## config.mk

```make
export PLATFORM = sky130hd
export DESIGN_NAME = touch_gesture_classifier
export DESIGN_NICKNAME = d
export VERILOG_FILES = /design/src/tgc_pkg.sv /design/src/touch_gesture_classifier.sv /design/src/tgc_cfg.sv /design/src/tgc_core.sv
export SDC_FILE = /design/constraint.sdc
export NUM_CORES = 1
export LEC_CHECK = 0
export BUFFER_PORTS_ARGS = -buffer_cell sky130_fd_sc_hd__buf_4
export CAP_MARGIN = 20
export CORE_MARGIN = 8
export CORE_UTILIZATION = 55
export DETAILED_ROUTE_END_ITERATION = 10
export PLACE_DENSITY = 0.7
export SLEW_MARGIN = 10
export SYNTH_ARGS = -nofsm -noshare
export SYNTH_HDL_FRONTEND = slang
export SYNTH_SLANG_ARGS = --single-unit
```

## constraint.sdc

```tcl
create_clock -name clk_i -period 6.2 [get_ports clk_i]
set_input_delay 0.62 -clock clk_i [delete_from_list [all_inputs] [get_ports clk_i]]
set_output_delay 0.62 -clock clk_i [all_outputs]
set_load 0.05 [all_outputs]
```

## src/tgc_pkg.sv

```systemverilog
// shared types and constants for the touch gesture classifier
`default_nettype none

package tgc_pkg;

  localparam int TimeW  = 32;
  localparam int MsW    = 16;
  localparam int SwipeW = 12;
  localparam int CfgIdxW = 3;

  typedef enum logic [1:0] {
    EvNone  = 2'd0,
    EvClick = 2'd1,
    EvHold  = 2'd2,
    EvSwipe = 2'd3
  } event_e;

  typedef enum logic {
    OpSample = 1'b0,
    OpPoll   = 1'b1
  } op_e;

  typedef enum logic [CfgIdxW-1:0] {
    CfgReleaseTimeout = 3'd0,
    CfgClickMax       = 3'd1,
    CfgClickMin       = 3'd2,
    CfgHold           = 3'd3,
    CfgSwipePx        = 3'd4
  } cfg_idx_e;

  localparam logic [MsW-1:0]    RstReleaseTimeout = 16'd100;
  localparam logic [MsW-1:0]    RstClickMax       = 16'd500;
  localparam logic [MsW-1:0]    RstClickMin       = 16'd20;
  localparam logic [MsW-1:0]    RstHold           = 16'd700;
  localparam logic [SwipeW-1:0] RstSwipePx        = 12'd50;

  typedef struct packed {
    logic [MsW-1:0]    release_timeout;
    logic [MsW-1:0]    click_max;
    logic [MsW-1:0]    click_min;
    logic [MsW-1:0]    hold;
    logic [SwipeW-1:0] swipe_px;
  } cfg_t;

endpackage

`default_nettype wire

```

## src/touch_gesture_classifier.sv

```systemverilog
// top level: input register, gesture rules and result register
`default_nettype none

// Takes one sample or poll per clock while in_stall_o is low and returns exactly
// one result per item: the transfer lands in the input register, then the
// gesture rules update the touch state and load the result register once it
// is free. Since the state is read and written in that single stage, items
// stream back to back at one per cycle; throughput drops only while the
// consumer holds out_stall_i. Thresholds are written through the cfg port,
// which is always ready, and should only change while no item is in flight.
module touch_gesture_classifier
  import tgc_pkg::*;
#(
  parameter int COORD_BITS = 12
) (
  input  wire logic                    clk_i,
  input  wire logic                    rst_ni,
  input  wire logic                    cfg_valid_i,
  output logic                         cfg_ready_o,
  input  wire logic [CfgIdxW-1:0]      cfg_index_i,
  input  wire logic [MsW-1:0]          cfg_data_i,
  input  wire logic                    in_valid_i,
  output logic                         in_stall_o,
  input  wire logic                    op_i,
  input  wire logic [TimeW-1:0]        now_ms_i,
  input  wire logic [COORD_BITS-1:0]   x_pos_i,
  input  wire logic [COORD_BITS-1:0]   y_pos_i,
  input  wire logic                    swipe_accept_i,
  output logic                         out_valid_o,
  input  wire logic                    out_stall_i,
  output logic [1:0]                   event_res_o,
  output logic [COORD_BITS-1:0]        pos_x_o,
  output logic [COORD_BITS-1:0]        pos_y_o,
  output logic signed [COORD_BITS:0]   delta_x_o,
  output logic signed [COORD_BITS:0]   delta_y_o
);

  cfg_t cfg;

  logic                  s1_valid_q;
  logic                  s1_op_q;
  logic [TimeW-1:0]      s1_now_q;
  logic [COORD_BITS-1:0] s1_x_q, s1_y_q;
  logic                  s1_acc_q;

  logic                  out_valid_q;
  event_e                ev_q;
  logic [COORD_BITS-1:0] pos_x_q, pos_y_q;
  logic [COORD_BITS:0]   dx_q, dy_q;

  event_e                ev;
  logic [COORD_BITS-1:0] pos_x, pos_y;
  logic [COORD_BITS:0]   dx, dy;
  logic                  out_free, s1_adv, s1_load;

  assign out_free   = !out_valid_q || !out_stall_i;
  assign s1_adv     = s1_valid_q && out_free;
  assign s1_load    = in_valid_i && !in_stall_o;
  assign in_stall_o = s1_valid_q && !out_free;

  tgc_cfg u_cfg (
    .clk_i       (clk_i),
    .rst_ni      (rst_ni),
    .cfg_valid_i (cfg_valid_i),
    .cfg_ready_o (cfg_ready_o),
    .cfg_index_i (cfg_index_i),
    .cfg_data_i  (cfg_data_i),
    .cfg_o       (cfg)
  );

  tgc_core #(
    .COORD_BITS (COORD_BITS)
  ) u_core (
    .clk_i     (clk_i),
    .rst_ni    (rst_ni),
    .proc_i    (s1_adv),
    .op_i      (s1_op_q),
    .now_i     (s1_now_q),
    .x_i       (s1_x_q),
    .y_i       (s1_y_q),
    .accept_i  (s1_acc_q),
    .cfg_i     (cfg),
    .event_o   (ev),
    .pos_x_o   (pos_x),
    .pos_y_o   (pos_y),
    .delta_x_o (dx),
    .delta_y_o (dy)
  );

  // input register
  always_ff @(posedge clk_i or negedge rst_ni) begin
    if (!rst_ni) begin
      s1_valid_q <= 1'b0;
    end else if (s1_load) begin
      s1_valid_q <= 1'b1;
    end else if (s1_adv) begin
      s1_valid_q <= 1'b0;
    end
  end

  always_ff @(posedge clk_i) begin
    if (s1_load) begin
      s1_op_q  <= op_i;
      s1_now_q <= now_ms_i;
      s1_x_q   <= x_pos_i;
      s1_y_q   <= y_pos_i;
      s1_acc_q <= swipe_accept_i;
    end
  end

  // result register
  always_ff @(posedge clk_i or negedge rst_ni) begin
    if (!rst_ni) begin
      out_valid_q <= 1'b0;
    end else if (out_free) begin
      out_valid_q <= s1_valid_q;
    end
  end

  always_ff @(posedge clk_i) begin
    if (s1_adv) begin
      ev_q    <= ev;
      pos_x_q <= pos_x;
      pos_y_q <= pos_y;
      dx_q    <= dx;
      dy_q    <= dy;
    end
  end

  assign out_valid_o = out_valid_q;
  assign event_res_o = ev_q;
  assign pos_x_o     = pos_x_q;
  assign pos_y_o     = pos_y_q;
  assign delta_x_o   = $signed(dx_q);
  assign delta_y_o   = $signed(dy_q);

endmodule

`default_nettype wire

```

## src/tgc_cfg.sv

```systemverilog
// configuration register file for the gesture thresholds
`default_nettype none

module tgc_cfg
  import tgc_pkg::*;
(
  input  wire logic               clk_i,
  input  wire logic               rst_ni,
  input  wire logic               cfg_valid_i,
  output logic                    cfg_ready_o,
  input  wire logic [CfgIdxW-1:0] cfg_index_i,
  input  wire logic [MsW-1:0]     cfg_data_i,
  output cfg_t                    cfg_o
);

  cfg_t cfg_q;

  assign cfg_ready_o = 1'b1;
  assign cfg_o       = cfg_q;

  always_ff @(posedge clk_i or negedge rst_ni) begin
    if (!rst_ni) begin
      cfg_q.release_timeout <= RstReleaseTimeout;
      cfg_q.click_max       <= RstClickMax;
      cfg_q.click_min       <= RstClickMin;
      cfg_q.hold            <= RstHold;
      cfg_q.swipe_px        <= RstSwipePx;
    end else if (cfg_valid_i && cfg_ready_o) begin
      unique case (cfg_index_i)
        CfgReleaseTimeout: cfg_q.release_timeout <= cfg_data_i;
        CfgClickMax:       cfg_q.click_max       <= cfg_data_i;
        CfgClickMin:       cfg_q.click_min       <= cfg_data_i;
        CfgHold:           cfg_q.hold            <= cfg_data_i;
        CfgSwipePx:        cfg_q.swipe_px        <= cfg_data_i[SwipeW-1:0];
        default: ;
      endcase
    end
  end

endmodule

`default_nettype wire

```

## src/tgc_core.sv

```systemverilog
// touch state and gesture rules, evaluated once per item
`default_nettype none

module tgc_core
  import tgc_pkg::*;
#(
  parameter int COORD_BITS = 12
) (
  input  wire logic                  clk_i,
  input  wire logic                  rst_ni,
  input  wire logic                  proc_i,
  input  wire logic                  op_i,
  input  wire logic [TimeW-1:0]      now_i,
  input  wire logic [COORD_BITS-1:0] x_i,
  input  wire logic [COORD_BITS-1:0] y_i,
  input  wire logic                  accept_i,
  input  wire cfg_t                  cfg_i,
  output event_e                     event_o,
  output logic [COORD_BITS-1:0]      pos_x_o,
  output logic [COORD_BITS-1:0]      pos_y_o,
  output logic [COORD_BITS:0]        delta_x_o,
  output logic [COORD_BITS:0]        delta_y_o
);

  localparam int CmpW = (COORD_BITS > SwipeW) ? COORD_BITS : SwipeW;

  logic                  contact_q, contact_d;
  logic                  hold_rep_q, hold_rep_d;
  logic                  latched_q, latched_d;
  logic [TimeW-1:0]      start_t_q, start_t_d;
  logic [TimeW-1:0]      last_t_q, last_t_d;
  logic [COORD_BITS-1:0] start_x_q, start_x_d;
  logic [COORD_BITS-1:0] start_y_q, start_y_d;
  logic [COORD_BITS-1:0] end_x_q, end_x_d;
  logic [COORD_BITS-1:0] end_y_q, end_y_d;

  logic [TimeW-1:0]      gap, dur, tmo;
  logic                  released, live, is_click, is_hold, moved;
  logic [COORD_BITS-1:0] abs_x, abs_y;
  logic [COORD_BITS:0]   dx, dy;

  assign gap      = now_i - last_t_q;
  assign dur      = last_t_q - start_t_q;
  assign tmo      = TimeW'(cfg_i.release_timeout);
  assign released = gap > tmo;
  assign live     = gap < tmo;
  assign is_click = !latched_q && released && (dur <= TimeW'(cfg_i.click_max))
                    && (dur >= TimeW'(cfg_i.click_min));
  assign is_hold  = !hold_rep_q && !latched_q && live && (dur >= TimeW'(cfg_i.hold));

  assign abs_x = (end_x_q >= start_x_q) ? end_x_q - start_x_q : start_x_q - end_x_q;
  assign abs_y = (end_y_q >= start_y_q) ? end_y_q - start_y_q : start_y_q - end_y_q;
  assign moved = latched_q || (CmpW'(abs_x) > CmpW'(cfg_i.swipe_px))
                 || (CmpW'(abs_y) > CmpW'(cfg_i.swipe_px));
  assign dx    = {1'b0, end_x_q} - {1'b0, start_x_q};
  assign dy    = {1'b0, end_y_q} - {1'b0, start_y_q};

  always_comb begin
    contact_d = contact_q;
    hold_rep_d = hold_rep_q;
    latched_d = latched_q;
    start_t_d = start_t_q;
    last_t_d  = last_t_q;
    start_x_d = start_x_q;
    start_y_d = start_y_q;
    end_x_d   = end_x_q;
    end_y_d   = end_y_q;
    event_o   = EvNone;
    pos_x_o   = '0;
    pos_y_o   = '0;
    delta_x_o = '0;
    delta_y_o = '0;
    if (op_i == OpSample) begin
      end_x_d  = x_i;
      end_y_d  = y_i;
      last_t_d = now_i;
      if (!contact_q) begin
        contact_d = 1'b1;
        start_t_d = now_i;
        start_x_d = x_i;
        start_y_d = y_i;
      end
    end else if (contact_q) begin
      if (is_click) begin
        event_o   = EvClick;
        pos_x_o   = end_x_q;
        pos_y_o   = end_y_q;
        contact_d = 1'b0;
      end else if (is_hold) begin
        event_o    = EvHold;
        pos_x_o    = end_x_q;
        pos_y_o    = end_y_q;
        hold_rep_d = 1'b1;
      end else if (live) begin
        if (moved) begin
          event_o   = EvSwipe;
          pos_x_o   = start_x_q;
          pos_y_o   = start_y_q;
          delta_x_o = dx;
          delta_y_o = dy;
          if (accept_i) begin
            start_x_d = end_x_q;
            start_y_d = end_y_q;
            latched_d = 1'b1;
          end
        end
      end else if (released) begin
        contact_d  = 1'b0;
        hold_rep_d = 1'b0;
        latched_d  = 1'b0;
      end
    end
  end

  always_ff @(posedge clk_i or negedge rst_ni) begin
    if (!rst_ni) begin
      contact_q  <= 1'b0;
      hold_rep_q <= 1'b0;
      latched_q  <= 1'b0;
      start_t_q  <= '0;
      last_t_q   <= '0;
      start_x_q  <= '0;
      start_y_q  <= '0;
      end_x_q    <= '0;
      end_y_q    <= '0;
    end else if (proc_i) begin
      contact_q  <= contact_d;
      hold_rep_q <= hold_rep_d;
      latched_q  <= latched_d;
      start_t_q  <= start_t_d;
      last_t_q   <= last_t_d;
      start_x_q  <= start_x_d;
      start_y_q  <= start_y_d;
      end_x_q    <= end_x_d;
      end_y_q    <= end_y_d;
    end
  end

  a_hold_sets_flag : assert property (@(posedge clk_i) disable iff (!rst_ni)
    proc_i && event_o == EvHold |=> hold_rep_q)
    else $error("hold reported without setting the hold flag");

  a_click_ends_touch : assert property (@(posedge clk_i) disable iff (!rst_ni)
    proc_i && event_o == EvClick |=> !contact_q)
    else $error("touch still active after click");

  a_sample_opens : assert property (@(posedge clk_i) disable iff (!rst_ni)
    proc_i && op_i == OpSample |=> contact_q && last_t_q == $past(now_i))
    else $error("sample did not open or refresh the touch");

  a_idle_no_event : assert property (@(posedge clk_i) disable iff (!rst_ni)
    !contact_q |-> event_o == EvNone)
    else $error("event without an active touch");

endmodule

`default_nettype wire

```

==> results of run 1 <==
metrics by stage:
stage | hold WS (ns) | cell area (um2) | worst slack, ns | power (mW)
floorplan | 0.3244 | 19300 | 0.6731 | 6.737
global placement | 0.4678 | 20790 | 0.3653 | 8.057
detailed placement | 0.4689 | 20810 | 0.1465 | 8.223
CTS | 0.1203 | 21900 | 0.1248 | 10.29
global route | 0.1454 | 21900 | 0.008865 | 11.11
finish | 0.1046 | 21900 | 0.4065 | 10.27
power by group through the flow:
stage	clock, mW	sequential (mW)	combinational (mW)
after global placement	0	2.71	5.35
final	2.01	2.69	5.57
after floorplan	0	2.73	4.01
after global routing	2.12	2.74	6.26
after CTS	2.05	2.69	5.54
after detailed placement	0	2.72	5.50
area by class of cell:
cell class              instances  share of cell area
clock buffers                  52             0.04478
clock inverters                10            0.004855
inverters                     209             0.03582
multi-input cells            1405              0.4598
flip-flops and latches        303              0.3724
well taps                     455             0.02599
repair buffers                159             0.05627
cells in the final DEF (no fill, tap or decap), drive strengths merged, types with 19 or more instances in the layout:
cell	synthesis	final
nand2	230	230
o21a	19	19
nand4	43	43
buf	20	158
o21ai	200	200
a21o	63	63
nor2	85	85
edfxtp	110	110
nor3	24	24
xor2	21	21
inv	209	210
xnor2	57	57
clkbuf	61	53
ha	196	196
a21oi	114	114
mux2	27	27
mux2i	71	71
nand3	24	24
a32o	24	24
dfstp	20	20
dfrtp	173	173
worst register-to-register path, cell delays in order, from the launching register on:
cell and delay [ns]:
dfrtp_1 0.41, inv_1 0.10, ha_1 0.15, inv_1 0.06, fa_1 0.43, a21o_1 0.19
a21oi_1 0.20, o22ai_1 0.11, nor2_1 0.14, o21ai_0 0.10, a21oi_1 0.18, o41a_1 0.37
buf_4 0.24, mux2i_1 0.22, xor2_1 0.18, ha_1 0.26, a21o_1 0.19, a21o_1 0.18
a2111oi_0 0.49, buf_4 0.20, o221a_2 0.20, or2_2 0.14, nor2_4 0.04, and3_2 0.34
buf_12 0.21, a32o_1 0.21
synth_stat cells, types with 6 or more instances:
cell        n
a211oi_1   14
a21boi_0   11
a21o_1     63
a21oi_1   111
a31oi_1     7
a32o_1     24
and2_1     11
and3_1     10
buf_2       8
clkbuf_1   61
dfrtp_1   173
dfstp_2    20
edfxtp_1  110
fa_1        6
ha_1      196
inv_1     209
mux2_2     27
mux2i_1    71
nand2_1   229
nand2b_1   10
nand3_1    24
nand4_1    42
nor2_1     84
nor2b_1    14
nor3_1     23
nor4_1      6
o211ai_1   11
o21a_1     19
o21ai_0   197
o21bai_1   16
o31ai_1     7
xnor2_1    57
xor2_1     21
flip-flops by register name (all words and copies together), names as in the netlist, 2 cells and up:
signal	cells
u_core.end_y_q	12
u_core.start_t_q	32
s1_y_q	12
delta_x_o	13
pos_y_o	12
u_core.start_y_q	12
u_core.end_x_q	12
s1_now_q	32
s1_x_q	12
u_core.last_t_q	32
u_cfg.cfg_o	76
event_res_o	2
pos_x_o	12
u_core.start_x_q	12
delta_y_o	13
per-layer routing:
metal / routed length [um] / global-route usage / vias up
met4: 1654 / 0.08625 / 0
met1: 22870 / 0.3256 / 7286
met5: 0 / 0 / -
met3: 2899 / 0.05284 / 93
li1: - / - / 7319
met2: 22700 / 0.3858 / 384
path summary, 6_finish.rpt:
path	start	to	slack, ns	cells after the start
worst max-delay path	u_core.end_y_q[0]	pos_y_o[10]	0.41	25
worst min-delay path	rst_ni	u_core.start_t_q[19]	0.10	1
worst max register to register	u_core.end_y_q[0]	pos_y_o[10]	0.41	25
worst min register to register	s1_x_q[9]	u_core.end_x_q[9]	0.49	2
max in group asynchronous	rst_ni	u_core.start_y_q[0]	4.81	2
min in group clk_i	now_ms_i[1]	s1_now_q[1]	0.25	1
repair_timing:
action,4_1_cts,5_1_grt
setup endpoints to repair,0,49
resized for setup,0,3
hold buffers,0,0
cell families after synthesis:
logic type	Yosys count
fa+ha+maj	202
other cells	1
buf+inv	290
mux	98
xor+xnor	78
simple gates	485
flops	303
compound gates	541
==> metrics.yaml, run 1 <==
pwr-share-clk: 0.195
synth-simple-area-share: 0.1184
placed_cells: 2531
fin_crit_ns: 5.793
routedWlPerCell_um: 19.33
fp.coreArea_um2: 34540
synth-compound-area-share: 0.1783
start_util: 0.5587
internal-power_mw: 5.954
grt_usage: 0.2432
die_area_um2: 41340
status: "complete, no violations"
cts_made_buffers: 35
fin_nets: 2397
net-switching-power_mw: 4.317
setup_tns_ns: 0
finalNonFillerCells: 2593
swShare: 0.4203
hold_violations: 0
yosysSeqAreaShare: 0.4227
synth.largest_area_cell: "dfrtp_1"
totalWireLength_um: 50130
io_buffers: 135
maxSlewHeadroom: 0.3482
synthArstFlopShare: 0.6370
final.setup_skew_ns: 0.01984
syn_inst: 1998
setup_viol: 0
max_cap_violations: 0
crit_family: "compound AO/OA/AOI/OAI gates"
vdd_drop_max_mv: 0.2452
io_pins: 137
path_class: "register to register"
die_x_um: 203.3
cts.path.max_buffers: 3
ys.flop_type: "dfrtp_1"
clock-sinks: 303
grt_max_degree: 76
synth_top_area_share: 0.2243
clkLatencyLatePin_ns: 0.54
cp_max_fo: 17
final-seq-area_um2: 8158
ant_nets: 0
synth_nets: 2282
synth_xor_area_frac: 0.03540
fillCellCount: 2909
p_leak_nw: 9.954
synth_fa_ha_area_frac: 0.1333
area_delta_synth_final_pct: 13.49
cp_num_buf_inv: 5
cp.required_ns: 6.50
synthTopCellsByArea: "dfrtp_1 22%, edfxtp_1 17%, ha_1 13%"
post-cts-setup-buffer-count: 0
maxSlewViolCount: 0
synth_top_family_by_area: "compound AO/OA/AOI/OAI gates"
cts_tree: "built"
vias_per_cell: 5.816
synth-edff-count: 110
utilization: 0.6341
grt_antenna_before_repair: 0
worstSetupEndpointType: "register"
synth_warnings: 0
num_vias: 15080
cp-start-kind: "register"
fmax_mhz: 172.6
arrival_ns: 6.09
diodes: 0
drc_errors: 0
pwr-share-seq: 0.262
max_stage_delay_ns: 0.49
drt_iter0_drc: 1064
worst_slew_pin_slew_ns: 0.9725
period_share: 0.9344
fp.dieH_um: 203.3
rsz0062_at_grt: "no"
ys_seq_elements: 303
grt_pass1_wl_um: 81500
share_comb_of_total_power: 0.543
grt-ovfl-total: 0
netlist_area_um2: 19300
multiInputGateArea_um2: 10070
ys_types: 87
htree_levels: 2
final_layout_size_suffix_gt1_frac: 0.1328
synthMuxAreaShare: 0.05258
cpMostUsedCell: "a21o_1"
dr.pass1.iters: 5
power_density_nw_per_um2: 468.9
hpwlAfterDp_um: 37550
root_buffer: "clkbuf_16"
syn_avg_cell_area_um2: 9.660
place.gp.congestion: 0.8798
grt_pass1_vias: 15130
num_rows: 68
clk_pin_slew_worst_paths_ns: 0.06
worstHoldPathType: "primary input to asynchronous set/reset pin"
slowest_stage: "a2111oi_0"
Power figures use the tool's default switching activity.
==> run 2: changes to the inputs <==
--- a/config.mk
+++ b/config.mk
@@ -9,7 +9,9 @@
 export CAP_MARGIN = 20
 export CORE_MARGIN = 8
 export CORE_UTILIZATION = 55
+export CTS_BUF_LIST = sky130_fd_sc_hd__clkbuf_4
 export DETAILED_ROUTE_END_ITERATION = 10
+export HOLD_SLACK_MARGIN = 0.03
 export PLACE_DENSITY = 0.7
 export SLEW_MARGIN = 10
 export SYNTH_ARGS = -nofsm -noshare
==> metrics.yaml, run 2 (synthesis results as in run 1) <==
num_vias: 15700  # +4.1%
grt-ovfl-total: 0  # unchanged
cp_num_buf_inv: 5  # unchanged
dr.pass1.iters: 5  # unchanged
cp_max_fo: 17  # unchanged
grt_max_degree: 76  # unchanged
grt_pass1_vias: 15800  # +4.4%
final_layout_size_suffix_gt1_frac: 0.1624  # +0.02961
fin_nets: 2506  # +4.5%
largest_reg_flops: 76  # unchanged
vias_per_cell: 5.709  # -1.9%
die_area_um2: 41340  # unchanged
fp.coreArea_um2: 34540  # unchanged
rsz0062_at_grt: "no"
die_x_um: 203.3  # unchanged
status: "complete, no violations"
max_stage_delay_ns: 0.52  # +0.03 ns
cp-start-kind: "register"
routedWlPerCell_um: 18.69  # -3.3%
setup_viol: 0  # unchanged
power_density_nw_per_um2: 450.4  # -3.9%
final.setup_skew_ns: 0.07521  # +0.05537 ns
root_buffer: "clkbuf_4"
ant_nets: 0  # unchanged
grt_antenna_before_repair: 2  # +2
num_rows: 68  # unchanged
fmax_mhz: 171.0  # -0.94%
grt_pass1_wl_um: 83690  # +2.7%
clk_pin_slew_worst_paths_ns: 0.07  # about the same
utilization: 0.6520  # +0.01789
grt_usage: 0.2498  # +0.006603
drc_errors: 0  # unchanged
fin_crit_ns: 5.848  # +0.05486 ns
hold_violations: 0  # unchanged
mostFrequentLayoutCell: "nand2_1"
fp.dieH_um: 203.3  # unchanged
htree_levels: 3  # +1
mostFrequentLayoutCells: "229 x nand2_1, 208 x inv_1, 197 x o21ai_0"
place.gp.congestion: 0.8798  # unchanged
area_delta_synth_final_pct: 16.69
io_buffers: 135  # unchanged
cts.path.max_buffers: 3  # unchanged
period_share: 0.9433  # +0.008849
path_class: "register to register"
cts_made_buffers: 82  # +130%
vdd_drop_max_mv: 0.2098  # -14%
maxSlewViolCount: 0  # unchanged
clkLatencyLatePin_ns: 0.79  # +0.25 ns
post-cts-setup-buffer-count: 0  # unchanged
totalWireLength_um: 51410  # +2.6%
clock-sinks: 303  # unchanged
setup_tns_ns: 0  # unchanged
cts_tree: "built"
cpMostUsedCell: "a21o_1"
worst_slew_pin_slew_ns: 0.9810  # +0.008450 ns
max_cap_violations: 0  # unchanged
worstHoldPathType: "primary input to register"
drt_iter0_drc: 1010  # -5.1%
slowest_stage: "a2111oi_0"
crit_family: "compound AO/OA/AOI/OAI gates"
p_leak_nw: 10.34  # +3.8%
hpwlAfterDp_um: 37550  # unchanged
arrival_ns: 6.38  # +0.29 ns
fillCellCount: 2894  # -0.52%
io_pins: 137  # unchanged
maxSlewHeadroom: 0.3426  # -0.005664
start_util: 0.5587  # unchanged
worstSetupEndpointType: "register"
cp.required_ns: 6.73  # +0.23 ns
run 2: cell count changes in the layout (fill, tap and decap cells not counted), sizes merged:
cell	before	now
clkbuf	53	125
dlygate4sd3	0	62
clkinv	6	24
diode	0	5
inv	210	212
bufinv	2	1
clkinvlp	1	0
run 2: worst register-to-register path, cell delays in order (launching register included):
cell and delay (ns):
dfrtp_1 0.41, inv_1 0.10, ha_1 0.15, inv_1 0.06, fa_1 0.43, a21o_1 0.20
a21oi_1 0.21, o22ai_1 0.11, nor2_1 0.14, o21ai_0 0.10, a21oi_1 0.18, o41a_1 0.37
buf_4 0.24, mux2i_1 0.22, xor2_1 0.18, ha_1 0.26, a21o_1 0.19, a21o_1 0.18
a2111oi_0 0.52, buf_4 0.21, o221a_2 0.20, or2_2 0.14, nor2_4 0.04, and3_2 0.34
buf_12 0.21, a32o_1 0.21
run 2: where the power goes:
group | internal, mW | switching [mW]
sequential | 2.47 | 0.224
clock | 0.958 | 0.875
combinational | 2.33 | 3.29
total | 5.76 | 4.39
run 2: stage by stage:
stage	hold slack [ns]	setup slack [ns]	cell area, um2	cells	power [mW]
2_1_floorplan	0.3244	0.6731	19300	1998	6.737
6_report	0.08058	0.3517	22520	2750	10.14
4_1_cts	0.03099	0.1038	22500	2745	10.15
3_5_place_dp	0.4689	0.1465	20810	2531	8.223
3_3_place_gp	0.4678	0.3653	20790	2530	8.057
5_1_grt	0.04931	0.0008629	22520	2750	11.00
run 2: layer usage:
layer  GRT usage  share of wire  vias to the layer above
met1      0.3254           0.45                     7535
li1            -              -                     7597
met3     0.06236          0.061                      126
met5           0              0                        -
met2      0.3944           0.45                      441
met4      0.1026          0.037                        0
run 2: layout make-up:
cell class | count | area [um2] | share of cell area
diodes | 5 | 12.51 | 0.0005556
clock buffers | 124 | 930.9 | 0.04133
clock inverters | 28 | 141.4 | 0.006278
inverters | 209 | 784.5 | 0.03483
multi-input cells | 1405 | 10070 | 0.4472
flip-flops and latches | 303 | 8158 | 0.3622
well taps | 455 | 569.3 | 0.02528
repair buffers | 221 | 1853 | 0.08228
run 2: what timing repair did:
item | 4_1_cts | 5_1_grt
hold buffers | 62 | 0
hold endpoints to repair | 134 | 0
setup endpoints to repair | 0 | 45
gates resized for setup | 0 | 3
run 2: final timing paths:
check | depth (start not counted) | from | to | slack (ns)
max reg2reg | 25 | u_core.end_y_q[0] | pos_y_o[5] | 0.35
max | 25 | u_core.end_y_q[0] | pos_y_o[5] | 0.35
min | 3 | cfg_data_i[15] | u_cfg.cfg_o[59] | 0.08
min reg2reg | 2 | s1_x_q[4] | u_core.end_x_q[4] | 0.48
max in group asynchronous | 3 | rst_ni | u_core.start_t_q[23] | 4.42
min in group asynchronous | 2 | rst_ni | u_core.last_t_q[19] | 0.43
==> run 3: changes to the inputs <==
--- a/config.mk
+++ b/config.mk
@@ -12,7 +12,7 @@
 export CTS_BUF_LIST = sky130_fd_sc_hd__clkbuf_4
 export DETAILED_ROUTE_END_ITERATION = 10
 export HOLD_SLACK_MARGIN = 0.03
-export PLACE_DENSITY = 0.7
+export PLACE_DENSITY = 0.83
 export SLEW_MARGIN = 10
 export SYNTH_ARGS = -nofsm -noshare
 export SYNTH_HDL_FRONTEND = slang
==> metrics.yaml, run 3 (synthesis results as in run 1) <==
root_buffer: "clkbuf_4"
fp.coreArea_um2: 34540  # unchanged
p_leak_nw: 10.30  # -0.35%
finalNonFillerCells: 2741  # -0.33%
hold_violations: 0  # unchanged
grt_antenna_before_repair: 2  # unchanged
rsz0062_at_grt: "no"
mostFrequentLayoutCells: "229 x nand2_1, 208 x inv_1, 197 x o21ai_0"
hpwlAfterDp_um: 37320  # -0.60%
io_buffers: 135  # unchanged
fin_crit_ns: 5.804  # -0.04398 ns
cp.required_ns: 6.69  # -0.04 ns
worstHoldPathType: "primary input to register"
place.gp.congestion: 0.9398  # +6.8%
grt-ovfl-total: 0  # unchanged
fmax_mhz: 172.3  # +0.76%
die_x_um: 203.3  # unchanged
holdPathEnd: "u_cfg.cfg_o[72]"
worst_slew_pin_slew_ns: 1.058  # +0.07661 ns
io_pins: 137  # unchanged
grt_max_degree: 131  # +72%
cts_tree: "built"
fp.dieH_um: 203.3  # unchanged
setup_tns_ns: 0  # unchanged
dr.pass1.iters: 5  # unchanged
clk_pin_slew_worst_paths_ns: 0.07  # about the same
cp-start-kind: "register"
cp_num_buf_inv: 4  # -1
hold_depth: 3  # unchanged
area_delta_synth_final_pct: 16.42
cp_max_fo: 27  # +10
post-cts-setup-buffer-count: 0  # unchanged
clock-sinks: 303  # unchanged
crit_family: "compound AO/OA/AOI/OAI gates"
grt_pass1_vias: 16230  # +2.7%
clkLatencyLatePin_ns: 0.77  # -0.02 ns
totalWireLength_um: 51270  # -0.28%
cts.path.max_buffers: 3  # unchanged
power_mw: 10.16  # +0.20%
htree_levels: 3  # unchanged
rr_worst_depth: 27  # +8.0%
fin_nets: 2500  # -0.24%
drc_errors: 0  # unchanged
period_share: 0.9362  # -0.007093
max_stage_delay_ns: 0.42  # -0.10 ns
arrival_ns: 6.29  # -0.09 ns
num_rows: 68  # unchanged
drt_iter0_drc: 1118  # +11%
path_class: "register to register"
max_cap_violations: 0  # unchanged
ant_nets: 0  # unchanged
num_vias: 15810  # +0.68%
grt_pass1_wl_um: 83700  # about the same
grt_usage: 0.2486  # -0.001188
maxSlewViolCount: 0  # unchanged
rr_startpoint: "u_core.end_x_q[0]"
slowest_stage: "dfrtp_1"
status: "complete, no violations"
vdd_drop_max_mv: 0.1871  # -11%
hold_start: "cfg_data_i[12]"
vias_per_cell: 5.767  # +1.0%
largest_reg_flops: 76  # unchanged
r2r_slack_ns: 0.40  # +0.04 ns
routedWlPerCell_um: 18.70  # about the same
start_util: 0.5587  # unchanged
final.setup_skew_ns: 0.04408  # -0.03113 ns
setup_viol: 0  # unchanged
die_area_um2: 41340  # unchanged
cpMostUsedCell: "a21oi_1"
cts_made_buffers: 84  # +2.4%
placed_cells: 2525  # -0.24%
reg2reg_to: "pos_x_o[5]"
final_layout_size_suffix_gt1_frac: 0.1629  # +0.0004267
worstSetupEndpointType: "register"
power_density_nw_per_um2: 452.3  # +0.43%
maxSlewHeadroom: 0.2912  # -0.05134
mostFrequentLayoutCell: "nand2_1"
[run 3: cell types whose count changed in the layout (fill, tap and decap cells not counted), sizes merged]
cell	before	now
dlygate4sd3	62	60
clkbuf	125	135
diode	5	2
bufinv	1	0
clkinv	24	17
buf	158	152
clkinvlp	0	3
inv	212	209
[run 3: area by class of cell]
| cell class | instances | area [um2] |
|---|---|---|
| repair buffers | 213 | 1780 |
| clock buffers | 134 | 1006 |
| inverters | 209 | 785.8 |
| multi-input cells | 1405 | 10070 |
| well taps | 455 | 569.3 |
| fillers | 2801 | 12070 |
| diodes | 2 | 5.005 |
| flip-flops and latches | 303 | 8158 |
| clock inverters | 20 | 91.34 |
[run 3: worst max path at each step]
stage	startpoint	endpoint	slack, ns	depth (start not counted)
after floorplan	u_core.end_y_q[0]	pos_x_o[1]	0.67	27
after global placement	u_core.end_x_q[0]	pos_y_o[7]	0.55	26
after detailed placement	u_core.end_x_q[0]	pos_y_o[0]	0.41	27
after CTS	u_core.end_x_q[0]	pos_x_o[5]	0.38	27
after global routing	u_core.end_x_q[0]	pos_x_o[6]	0.02	27
final	u_core.end_x_q[0]	pos_x_o[5]	0.40	27
[run 3: layer usage]
metal	vias up	global-route usage	routed length, um
met2	504	0.4077	24030
met5	-	0	0
met3	112	0.04903	2956
li1	7596	-	-
met1	7594	0.3231	22810
met4	0	0.09272	1471
[run 3: where the power goes]
part	internal [mW]	switching, mW
clock	0.979	0.878
combinational	2.31	3.30
sequential	2.47	0.227
[run 3: through the flow]
stage	hold slack [ns]	util	setup slack [ns]	instance area (um2)
CTS	0.04147	0.6501	0.3784	22460
global placement	0.4629	0.6009	0.5494	20760
global route	0.06216	0.6505	0.02092	22470
finish	0.1028	0.6505	0.3957	22470
floorplan	0.3244	-	0.6731	19300
detailed placement	0.4831	0.6009	0.4112	20760
[run 3: timing repair]
item / 4_1_cts / 5_1_grt
gates resized for setup: 0 / 3
hold buffers: 60 / 0
endpoints found under the hold margin: 122 / 0
setup endpoints to repair: 0 / 28
[run 3: worst reg2reg max path, delay by kind of cell (launching register included)]
family,cells,cell delay (ns)
DFF,1,0.42
AOI/OAI and AO/OA,13,2.67
adders and majority gates,3,0.88
muxes,1,0.28
buffers and inverters,4,0.66
and+or+nand+nor,6,0.64
